<file path="src/rtl/sek_pkg.sv">
// Shared constants, types and the exponential table for the squared exponential kernel.
package sek_pkg;

  localparam int MAX_DIMS        = 4;
  localparam int EXP_TABLE_DEPTH = 64;
  localparam int NUM_SCALES      = 4;

  localparam int COORD_W    = 16;
  localparam int MAG_W      = 16;
  localparam int SCALE_W    = 16;
  localparam int VAR_W      = 16;
  localparam int NUG_W      = 16;
  localparam int CNT_W      = 3;
  localparam int SUM_W      = 30;
  localparam int COV_W      = 25;
  localparam int ROM_W      = 16;
  localparam int SQ_SHIFT   = 8;
  localparam int COV_SHIFT  = 8;
  localparam int CFG_IDX_W  = 3;
  localparam int CFG_DATA_W = 30;
  localparam int MUL_W      = 32;
  localparam int PROD_W     = 2 * MUL_W;
  localparam int DIM_W      = (MAX_DIMS > 1) ? $clog2(MAX_DIMS) : 1;
  localparam int ROM_IDX_W  = $clog2(EXP_TABLE_DEPTH + 1);
  localparam int LOOKUP_W   = SUM_W + ROM_IDX_W;

  localparam logic [SUM_W-1:0]   SUM_MAX      = {SUM_W{1'b1}};
  localparam logic [SCALE_W-1:0] SCALE_RESET  = SCALE_W'(256);
  localparam logic [VAR_W-1:0]   VAR_RESET    = VAR_W'(256);
  localparam logic [NUG_W-1:0]   NUG_RESET    = '0;
  localparam logic [CNT_W-1:0]   CNT_RESET    = CNT_W'(1);
  localparam logic [SUM_W-1:0]   THR_RESET    = '0;

  typedef enum logic [CFG_IDX_W-1:0] {
    REG_INV_SCALE_0    = 3'd0,
    REG_INV_SCALE_1    = 3'd1,
    REG_INV_SCALE_2    = 3'd2,
    REG_INV_SCALE_3    = 3'd3,
    REG_VARIANCE       = 3'd4,
    REG_NUGGET_FACTOR  = 3'd5,
    REG_DIM_COUNT      = 3'd6,
    REG_ZERO_THRESHOLD = 3'd7
  } cfg_reg_t;

  typedef struct packed {
    logic load;
    logic scale;
    logic square;
    logic accum;
    logic lookup;
    logic interp;
    logic expv;
    logic mul_final;
    logic emit;
  } sek_cmd_t;

  typedef struct packed {
    logic last;
    logic out_free;
  } sek_sts_t;

  typedef logic [EXP_TABLE_DEPTH:0][ROM_W-1:0] exp_rom_t;

  // exp(-x), x in Q.31, result Q0.31: short series at x/1024, then square ten times
  function automatic logic [63:0] exp_neg_q31(input logic [63:0] x);
    logic [63:0] y;
    logic [63:0] term;
    logic [63:0] e;
    y    = x >> 10;
    term = 64'h8000_0000;
    e    = 64'h8000_0000;
    term = (term * y) >> 31;
    e    = e - term;
    term = ((term * y) >> 31) / 2;
    e    = e + term;
    term = ((term * y) >> 31) / 3;
    e    = e - term;
    term = ((term * y) >> 31) / 4;
    e    = e + term;
    term = ((term * y) >> 31) / 5;
    e    = e - term;
    for (int n = 0; n < 10; n++) begin
      e = (e * e + (64'd1 << 30)) >> 31;
    end
    return e;
  endfunction

  function automatic exp_rom_t build_exp_rom();
    exp_rom_t    rom;
    logic [63:0] x;
    logic [63:0] v;
    for (int k = 0; k <= EXP_TABLE_DEPTH; k++) begin
      x = (64'(k) << 36) / EXP_TABLE_DEPTH;
      v = (exp_neg_q31(x) + (64'd1 << 14)) >> 15;
      rom[k] = (v > 64'd65535) ? {ROM_W{1'b1}} : v[ROM_W-1:0];
    end
    return rom;
  endfunction

  localparam exp_rom_t EXP_ROM = build_exp_rom();

endpackage

</file>
<file path="src/rtl/sek_ctrl.sv">
// Sequencing state machine for the squared exponential kernel.
module sek_ctrl (
  input  logic             clk,
  input  logic             rst_n,
  input  logic             in_valid,
  output logic             in_stall,
  input  sek_pkg::sek_sts_t sts,
  output sek_pkg::sek_cmd_t cmd
);
  import sek_pkg::*;

  typedef enum logic [8:0] {
    ST_IDLE   = 9'b000000001,
    ST_SCALE  = 9'b000000010,
    ST_SQUARE = 9'b000000100,
    ST_ACCUM  = 9'b000001000,
    ST_LOOKUP = 9'b000010000,
    ST_INTERP = 9'b000100000,
    ST_EXPV   = 9'b001000000,
    ST_FINAL  = 9'b010000000,
    ST_EMIT   = 9'b100000000
  } state_t;

  state_t state_r;
  state_t state_nxt;

  always_comb begin
    state_nxt = state_r;
    cmd       = '0;
    in_stall  = (state_r != ST_IDLE);
    case (state_r)
      ST_IDLE: begin
        if (in_valid) begin
          cmd.load  = 1'b1;
          state_nxt = ST_SCALE;
        end
      end
      ST_SCALE: begin
        cmd.scale = 1'b1;
        state_nxt = ST_SQUARE;
      end
      ST_SQUARE: begin
        cmd.square = 1'b1;
        state_nxt  = ST_ACCUM;
      end
      ST_ACCUM: begin
        cmd.accum = 1'b1;
        state_nxt = sts.last ? ST_LOOKUP : ST_IDLE;
      end
      ST_LOOKUP: begin
        cmd.lookup = 1'b1;
        state_nxt  = ST_INTERP;
      end
      ST_INTERP: begin
        cmd.interp = 1'b1;
        state_nxt  = ST_EXPV;
      end
      ST_EXPV: begin
        cmd.expv  = 1'b1;
        state_nxt = ST_FINAL;
      end
      ST_FINAL: begin
        cmd.mul_final = 1'b1;
        state_nxt     = ST_EMIT;
      end
      ST_EMIT: begin
        if (sts.out_free) begin
          cmd.emit  = 1'b1;
          state_nxt = ST_IDLE;
        end
      end
      default: begin
        state_nxt = ST_IDLE;
      end
    endcase
  end

  always_ff @(posedge clk) begin
    if (!rst_n) begin
      state_r <= ST_IDLE;
    end else begin
      state_r <= state_nxt;
    end
  end

endmodule

</file>
<file path="src/rtl/sek_dp.sv">
// Datapath of the squared exponential kernel: registers, shared multiplier, table, output stage.
module sek_dp (
  input  logic                                clk,
  input  logic                                rst_n,
  input  logic                                cfg_wr_en,
  input  logic [sek_pkg::CFG_IDX_W-1:0]       cfg_index,
  input  logic [sek_pkg::CFG_DATA_W-1:0]      cfg_data,
  input  logic signed [sek_pkg::COORD_W-1:0]  in_first_coord,
  input  logic signed [sek_pkg::COORD_W-1:0]  in_second_coord,
  input  sek_pkg::sek_cmd_t                   cmd,
  output sek_pkg::sek_sts_t                   sts,
  output logic                                out_valid,
  input  logic                                out_stall,
  output logic [sek_pkg::COV_W-1:0]           out_covariance,
  output logic                                out_at_origin
);
  import sek_pkg::*;

  logic [SCALE_W-1:0] inv_scale_r [NUM_SCALES];
  logic [VAR_W-1:0]   variance_r;
  logic [NUG_W-1:0]   nugget_r;
  logic [CNT_W-1:0]   dim_count_r;
  logic [SUM_W-1:0]   zero_thr_r;

  logic [DIM_W-1:0]   dim_r;
  logic [SUM_W-1:0]   sum_r;
  logic               origin_r;
  logic [MAG_W-1:0]   mag_r;
  logic [PROD_W-1:0]  prod_r;
  logic [ROM_W-1:0]   hi_r;
  logic [ROM_W-1:0]   diff_r;
  logic [SUM_W-1:0]   frac_r;
  logic [ROM_W-1:0]   e_r;
  logic               out_valid_r;
  logic [COV_W-1:0]   out_covariance_r;
  logic               out_at_origin_r;

  logic signed [COORD_W:0] coord_diff;
  logic [COORD_W:0]        mag_full;
  logic [MAG_W-1:0]        mag_nxt;
  logic [CNT_W-1:0]        cnt_eff;
  logic [SCALE_W-1:0]      scale_sel;
  logic [MUL_W-1:0]        mul_a;
  logic [MUL_W-1:0]        mul_b;
  logic [PROD_W-1:0]       prod_nxt;
  logic [NUG_W:0]          nug_op;
  logic [SUM_W-1:0]        sq_sat;
  logic [SUM_W:0]          sum_wide;
  logic [SUM_W-1:0]        sum_nxt;
  logic [LOOKUP_W-1:0]     lk;
  logic [ROM_IDX_W-1:0]    idx_raw;
  logic [ROM_IDX_W-1:0]    idx;
  logic [ROM_W-1:0]        rom_hi;
  logic [ROM_W-1:0]        rom_lo_raw;
  logic [ROM_W-1:0]        rom_lo;

  // config registers
  always_ff @(posedge clk) begin
    if (!rst_n) begin
      for (int i = 0; i < NUM_SCALES; i++) begin
        inv_scale_r[i] <= SCALE_RESET;
      end
      variance_r  <= VAR_RESET;
      nugget_r    <= NUG_RESET;
      dim_count_r <= CNT_RESET;
      zero_thr_r  <= THR_RESET;
    end else if (cfg_wr_en) begin
      case (cfg_reg_t'(cfg_index))
        REG_INV_SCALE_0:    inv_scale_r[0] <= cfg_data[SCALE_W-1:0];
        REG_INV_SCALE_1:    inv_scale_r[1] <= cfg_data[SCALE_W-1:0];
        REG_INV_SCALE_2:    inv_scale_r[2] <= cfg_data[SCALE_W-1:0];
        REG_INV_SCALE_3:    inv_scale_r[3] <= cfg_data[SCALE_W-1:0];
        REG_VARIANCE:       variance_r     <= cfg_data[VAR_W-1:0];
        REG_NUGGET_FACTOR:  nugget_r       <= cfg_data[NUG_W-1:0];
        REG_DIM_COUNT:      dim_count_r    <= cfg_data[CNT_W-1:0];
        REG_ZERO_THRESHOLD: zero_thr_r     <= cfg_data[SUM_W-1:0];
        default: begin
        end
      endcase
    end
  end

  always_comb begin
    coord_diff = {in_first_coord[COORD_W-1], in_first_coord}
               - {in_second_coord[COORD_W-1], in_second_coord};
    mag_full   = coord_diff[COORD_W] ? (COORD_W+1)'(-coord_diff) : coord_diff;
    mag_nxt    = mag_full[MAG_W-1:0];

    if (dim_count_r == '0) begin
      cnt_eff = CNT_W'(1);
    end else if (dim_count_r > CNT_W'(MAX_DIMS)) begin
      cnt_eff = CNT_W'(MAX_DIMS);
    end else begin
      cnt_eff = dim_count_r;
    end
    sts.last     = (CNT_W'(dim_r) + CNT_W'(1)) >= cnt_eff;
    sts.out_free = !out_valid_r || !out_stall;

    scale_sel = inv_scale_r[dim_r];
    nug_op    = {1'b1, {NUG_W{1'b0}}} + (NUG_W+1)'(nugget_r);

    mul_a = '0;
    mul_b = '0;
    if (cmd.scale) begin
      mul_a = MUL_W'(mag_r);
      mul_b = MUL_W'(scale_sel);
    end else if (cmd.square) begin
      mul_a = prod_r[MUL_W-1:0];
      mul_b = prod_r[MUL_W-1:0];
    end else if (cmd.interp) begin
      mul_a = MUL_W'(frac_r);
      mul_b = MUL_W'(diff_r);
    end else if (cmd.mul_final) begin
      mul_a = MUL_W'(variance_r);
      mul_b = origin_r ? MUL_W'(nug_op) : MUL_W'(e_r);
    end
    prod_nxt = PROD_W'(mul_a) * PROD_W'(mul_b);

    sq_sat   = (|prod_r[PROD_W-1:SUM_W+SQ_SHIFT]) ? SUM_MAX
             : prod_r[SUM_W+SQ_SHIFT-1:SQ_SHIFT];
    sum_wide = {1'b0, sum_r} + {1'b0, sq_sat};
    sum_nxt  = sum_wide[SUM_W] ? SUM_MAX : sum_wide[SUM_W-1:0];

    lk      = LOOKUP_W'(sum_r) * LOOKUP_W'(EXP_TABLE_DEPTH);
    idx_raw = lk[LOOKUP_W-1:SUM_W];
    idx     = (idx_raw >= ROM_IDX_W'(EXP_TABLE_DEPTH)) ? ROM_IDX_W'(EXP_TABLE_DEPTH - 1)
            : idx_raw;
    rom_hi     = EXP_ROM[idx];
    rom_lo_raw = EXP_ROM[ROM_IDX_W'(idx + 1'b1)];
    rom_lo     = (rom_lo_raw > rom_hi) ? rom_hi : rom_lo_raw;
  end

  // working registers
  always_ff @(posedge clk) begin
    if (!rst_n) begin
      dim_r    <= '0;
      sum_r    <= '0;
      origin_r <= 1'b0;
    end else begin
      if (cmd.accum) begin
        sum_r    <= sum_nxt;
        origin_r <= (sum_nxt <= zero_thr_r);
        dim_r    <= sts.last ? '0 : DIM_W'(dim_r + 1'b1);
      end else if (cmd.emit) begin
        sum_r <= '0;
      end
    end
  end

  always_ff @(posedge clk) begin
    if (cmd.load) begin
      mag_r <= mag_nxt;
    end
    if (cmd.scale || cmd.square || cmd.interp || cmd.mul_final) begin
      prod_r <= prod_nxt;
    end
    if (cmd.lookup) begin
      hi_r   <= rom_hi;
      diff_r <= rom_hi - rom_lo;
      frac_r <= lk[SUM_W-1:0];
    end
    if (cmd.expv) begin
      e_r <= hi_r - prod_r[SUM_W+ROM_W-1:SUM_W];
    end
  end

  // output stage
  always_ff @(posedge clk) begin
    if (!rst_n) begin
      out_valid_r <= 1'b0;
    end else if (cmd.emit) begin
      out_valid_r <= 1'b1;
    end else if (!out_stall) begin
      out_valid_r <= 1'b0;
    end
  end

  always_ff @(posedge clk) begin
    if (cmd.emit) begin
      out_covariance_r <= prod_r[COV_W+COV_SHIFT-1:COV_SHIFT];
      out_at_origin_r  <= origin_r;
    end
  end

  assign out_valid      = out_valid_r;
  assign out_covariance = out_covariance_r;
  assign out_at_origin  = out_at_origin_r;

endmodule

</file>
<file path="src/rtl/squared_exponential_kernel.sv">
// Top level of the squared exponential covariance kernel.
//
// Each input request carries one coordinate of each of two points (signed Q8.8).
// Requests for dimensions 0 .. dimension_count-1 of a point pair arrive in order;
// the last one produces one output request: covariance (Q9.16) and at_origin.
// A request is taken when in_valid is high and in_stall is low, likewise on out_.
// The block works on one request at a time through a single shared multiplier:
// a request that does not end a point pair passes the scale, square and
// accumulate states; the one that ends it goes on through lookup, interpolate,
// exponent and final multiply to emit, which waits for a free output register.
// A stalled receiver thus holds only the last request of the following pair,
// never the earlier dimensions. Registers are written via cfg_wr_en/cfg_index/
// cfg_data; the user must do so only while idle, the block does not enforce it.
// Synchronous active-low reset restores the register defaults, clears the
// distance sum and the dimension counter, and drops out_valid.
module squared_exponential_kernel (
  input  logic                                clk,
  input  logic                                rst_n,
  input  logic                                cfg_wr_en,
  input  logic [sek_pkg::CFG_IDX_W-1:0]       cfg_index,
  input  logic [sek_pkg::CFG_DATA_W-1:0]      cfg_data,
  input  logic                                in_valid,
  output logic                                in_stall,
  input  logic signed [sek_pkg::COORD_W-1:0]  in_first_coord,
  input  logic signed [sek_pkg::COORD_W-1:0]  in_second_coord,
  output logic                                out_valid,
  input  logic                                out_stall,
  output logic [sek_pkg::COV_W-1:0]           out_covariance,
  output logic                                out_at_origin
);
  import sek_pkg::*;

  sek_cmd_t cmd;
  sek_sts_t sts;

  sek_ctrl u_ctrl (
    .clk      (clk),
    .rst_n    (rst_n),
    .in_valid (in_valid),
    .in_stall (in_stall),
    .sts      (sts),
    .cmd      (cmd)
  );

  sek_dp u_dp (
    .clk             (clk),
    .rst_n           (rst_n),
    .cfg_wr_en       (cfg_wr_en),
    .cfg_index       (cfg_index),
    .cfg_data        (cfg_data),
    .in_first_coord  (in_first_coord),
    .in_second_coord (in_second_coord),
    .cmd             (cmd),
    .sts             (sts),
    .out_valid       (out_valid),
    .out_stall       (out_stall),
    .out_covariance  (out_covariance),
    .out_at_origin   (out_at_origin)
  );

  a_one_request_at_a_time: assert property (@(posedge clk) disable iff (!rst_n)
    (in_valid && !in_stall) |=> in_stall)
    else $error("input taken while a request is in progress");

  a_cmd_exclusive: assert property (@(posedge clk) disable iff (!rst_n)
    $onehot0(cmd))
    else $error("more than one datapath command active");

  a_load_then_scale: assert property (@(posedge clk) disable iff (!rst_n)
    cmd.load |=> cmd.scale)
    else $error("scale step did not follow load");

  a_emit_shows_result: assert property (@(posedge clk) disable iff (!rst_n)
    cmd.emit |=> out_valid)
    else $error("emitted result not presented");

endmodule

</file>
<file path="config.mk">
export PLATFORM = sky130hd
export DESIGN_NAME = squared_exponential_kernel
export DESIGN_NICKNAME = d
export VERILOG_FILES = /design/src/rtl/sek_pkg.sv /design/src/rtl/sek_ctrl.sv /design/src/rtl/sek_dp.sv /design/src/rtl/squared_exponential_kernel.sv
export SDC_FILE = /design/constraint.sdc
export NUM_CORES = 2
export LEC_CHECK = 0
export BUFFER_PORTS_ARGS = -buffer_cell sky130_fd_sc_hd__buf_2
export CAP_MARGIN = 10
export CELL_PAD_IN_SITES_DETAIL_PLACEMENT = 0
export CELL_PAD_IN_SITES_GLOBAL_PLACEMENT = 1
export CORE_ASPECT_RATIO = 1.4
export CORE_MARGIN = 3
export CORE_UTILIZATION = 30
export CTS_CLUSTER_SIZE = 10
export DETAILED_ROUTE_END_ITERATION = 10
export PLACE_DENSITY = 0.61
export SKIP_CTS_REPAIR_TIMING = 1
export SYNTH_ARGS = -nofsm -noshare
export SYNTH_HDL_FRONTEND = slang
export SYNTH_SLANG_ARGS = --single-unit
export TNS_END_PERCENT = 20
</file>
<file path="constraint.sdc">
create_clock -name clk -period 30.6 [get_ports clk]
set_input_delay 1.53 -clock clk [delete_from_list [all_inputs] [get_ports clk]]
set_output_delay 1.53 -clock clk [all_outputs]
set_load 0.005 [all_outputs]
</file>
==> results.toml <==
[yosys]
synth_ff_type = "edfxtp_1"
ys_seq_area_frac = 0.183
synth-seq-cells = 352
async_reset_ff_frac = 0
synthMuxAreaShare = 0.0141
synth-edff-count = 242
synth_xor_xnor_area_share = 0.0225
synth_top_family_by_area = "adder cells"
syn-instance-count = 5683
synth_compound_area_frac = 0.0878
synth_fa_ha_area_frac = 0.443
syn_avg_cell_area_sq_um = 9.11
synth.distinct_cells = 85
yosys.area_share.simple = 0.151
ys_warn_count = 0
syn_nets = 7047
synth_area_sq_um = 51800

[timing]
period_minus_slack_ps = 11850
rsz0062_at_grt = "no"
skew_ps = 70.0
max_freq_ghz = 0.0844
setup_viol = 0
final_max_slew_viol_count = 0
fin_crit_sh = 0.387
finalHoldViolCount = 0
maxSlewHeadroom = 0.150
tightest_slew_ps = 1270
whs_ps = 459
setup_tns_ps = 0

[cts]
cts_buffers = 41
clk_latency_ps = 620
path_clk_slew_ps = 60
cts_tree = "yes"
clockRootBuffer = "clkbuf_16"
cts-htree-levels = 2
cts_sinks = 352
clockBufferDepth = 3

[setup_path]
path_delay_family = "adder cells"
worstSetupPathType = "flip-flop to flip-flop"
arrival_ps = 12160
crit_path_max_fanout = 32
crit_top_cell = "fa_1"
end_kind = "flip-flop"
required_ps = 30900
start_kind = "flip-flop"
crit_slowest_cell = "o221ai_4"
max_stage_delay_ps = 980
critPathBufInv = 5

[power_and_ir_drop]
clockPowerShare = 0.418
seq_power_share = 0.472
power_frac_comb = 0.111
peakVddDrop_v = 0.0000351
intPower_uw = 816
swShare = 0.275
leakagePower_uw = 0.0255
switchingPower_uw = 310
p_per_area_nw_per_um2 = 20.0

[grt]
antenna_found_initial = 11
grt_usage = 0.219
gr-total-overflow = 0
grt_pass1_vias = 42731
grt_max_degree = 66
grt_pass1_wl_um = 285000

[die]
die_w_um = 357
initial_core_util = 0.304
rows = 179
ioPinCount = 98
design.core.area_sq_um = 171000
die-area_sq_um = 178000
die_h_um = 498

[routing]
dr.pass1.iters = 6
ant_nets = 0
routed_wl_um = 193000
wire_per_inst_um = 24.3
vias = 39894
viasPerCell = 5.02
drc = 0
drt-initial-drc-count = 2806

[placed_design]
placed_area_sq_um = 55100
dp_hpwl_um = 151000
place.gp.congestion = 0.954
io_buffers = 97

[final_layout]
fin_nets = 7021
mostFrequentLayoutCells = "inv_1, fa_1, nand2_1, nor2_1, ha_1"
final_common_cell = "inv_1"
final_design_area_no_fill_sq_um = 56400
syn_to_final_growth_pct = 8.84
drive_gt1_frac = 0.0671

[job]
max_cap_violations = 0

[outcome]
status = "finished, final reports clean"

[min_path]
hp-class = "flip-flop to flip-flop"
==> metrics by stage <==
| step | setup slack [ps] | total power [uW] | util | std cells |
|---|---|---|---|---|
| final | 18750 | 1130 | 0.330 | 7953 |
| after detailed placement | 18910 | 665 | 0.323 | 7876 |
| after global routing | 18030 | 1160 | 0.330 | 7953 |
| after floorplan | 20960 | 606 | - | 5683 |
| after CTS | 18850 | 1140 | 0.330 | 7952 |
| after global placement | 19100 | 665 | 0.323 | 7875 |
==> logic make-up after synthesis <==
family | count (synthesis)
xor+xnor | 133
mux | 51
fa+ha+maj | 1294
compound gates | 682
buf+inv | 1365
simple gates | 1806
flops | 352
==> cells in the mapped netlist (all sizes together), types with 6 or more instances <==
library cell,n,share of area
nor3,35,0.0034
or3,34,0.0042
mux2i,18,0.0035
a22o,31,0.0052
a31oi,31,0.0037
o221ai,6,0.0010
o31ai,6,0.00087
nor4,18,0.0022
a21o,67,0.0097
nor3b,6,0.00097
a211o,9,0.0015
o22ai,28,0.0034
o21bai,22,0.0032
nand4,33,0.0040
or4,7,0.0011
o21ai,108,0.011
a22oi,6,0.00087
or2,31,0.0037
nand2,702,0.051
mux2,17,0.0037
mux4,16,0.0070
and3,23,0.0028
buf,21,0.0016
xnor2,85,0.014
edfxtp,242,0.14
dfxtp,110,0.043
nor2b,33,0.0040
inv,1088,0.079
o21a,21,0.0030
and2,94,0.011
nand3,38,0.0038
nor2,679,0.049
a21boi,76,0.011
a31o,16,0.0027
nand2b,61,0.0074
a211oi,22,0.0034
a221oi,6,0.0011
o2111ai,6,0.0010
ha,395,0.095
clkbuf,251,0.018
xor2,48,0.0081
fa,899,0.35
a21oi,173,0.017
==> layout make-up <==
class	count	area (sq um)
diodes	1	2.50
clock buffers	72	1150
clock inverters	4	81.3
well taps	2262	2830
multi-input cells	3966	37400
fillers	17938	114000
repair buffers	203	1300
flip-flops and latches	352	9470
inverters	1093	4100
==> state kept, by name, summed over array words and instances, names as in the netlist, 24 cells and up, named ones only <==
signal,flops
u_dp.inv_scale_r,64
u_dp.prod_r,64
u_dp.sum_r,30
u_dp.zero_thr_r,30
u_dp.out_covariance,25
u_dp.frac_r,24
==> power by group through the flow <==
| stage | registers (uW) | clock network (uW) | logic, uW |
|---|---|---|---|
| floorplan | 535 | 0 | 70.3 |
| global placement | 541 | 0 | 124 |
| detailed placement | 541 | 0 | 124 |
| CTS | 531 | 483 | 125 |
| global route | 532 | 497 | 134 |
| finish | 531 | 470 | 125 |
==> path summary, 6_finish.rpt <==
| check | depth (start not counted) | to | from | slack, ps |
|---|---|---|---|---|
| max reg2reg | 31 | u_dp.prod_r[62] | u_ctrl.state_r[6] | 18750 |
| max | 31 | u_dp.prod_r[62] | u_ctrl.state_r[6] | 18750 |
| min reg2reg | 2 | u_dp.nugget_r[1] | u_dp.nugget_r[1] | 460 |
| min | 2 | u_dp.nugget_r[1] | u_dp.nugget_r[1] | 460 |
==> routing by layer <==
metal  global-route usage  share of wire  routed length (um)  vias up
li1                     -              -                   -    17704
met1                0.260           0.38               73400    20539
met2                0.392           0.51               98300     1297
met3               0.0223          0.051                9930      352
met4                0.107          0.059               11400        2
met5                    0       0.000083                  16        -
==> worst register-to-register path: cells and delay by family, from the launching register on <==
family | cells | cell delay (ps)
fa+ha+maj | 9 | 4460
xor+xnor | 1 | 110
simple gates | 7 | 2570
buf+inv | 5 | 710
flops | 1 | 380
compound gates | 9 | 3270
No activity file was read; power rests on OpenSTA's default activity.
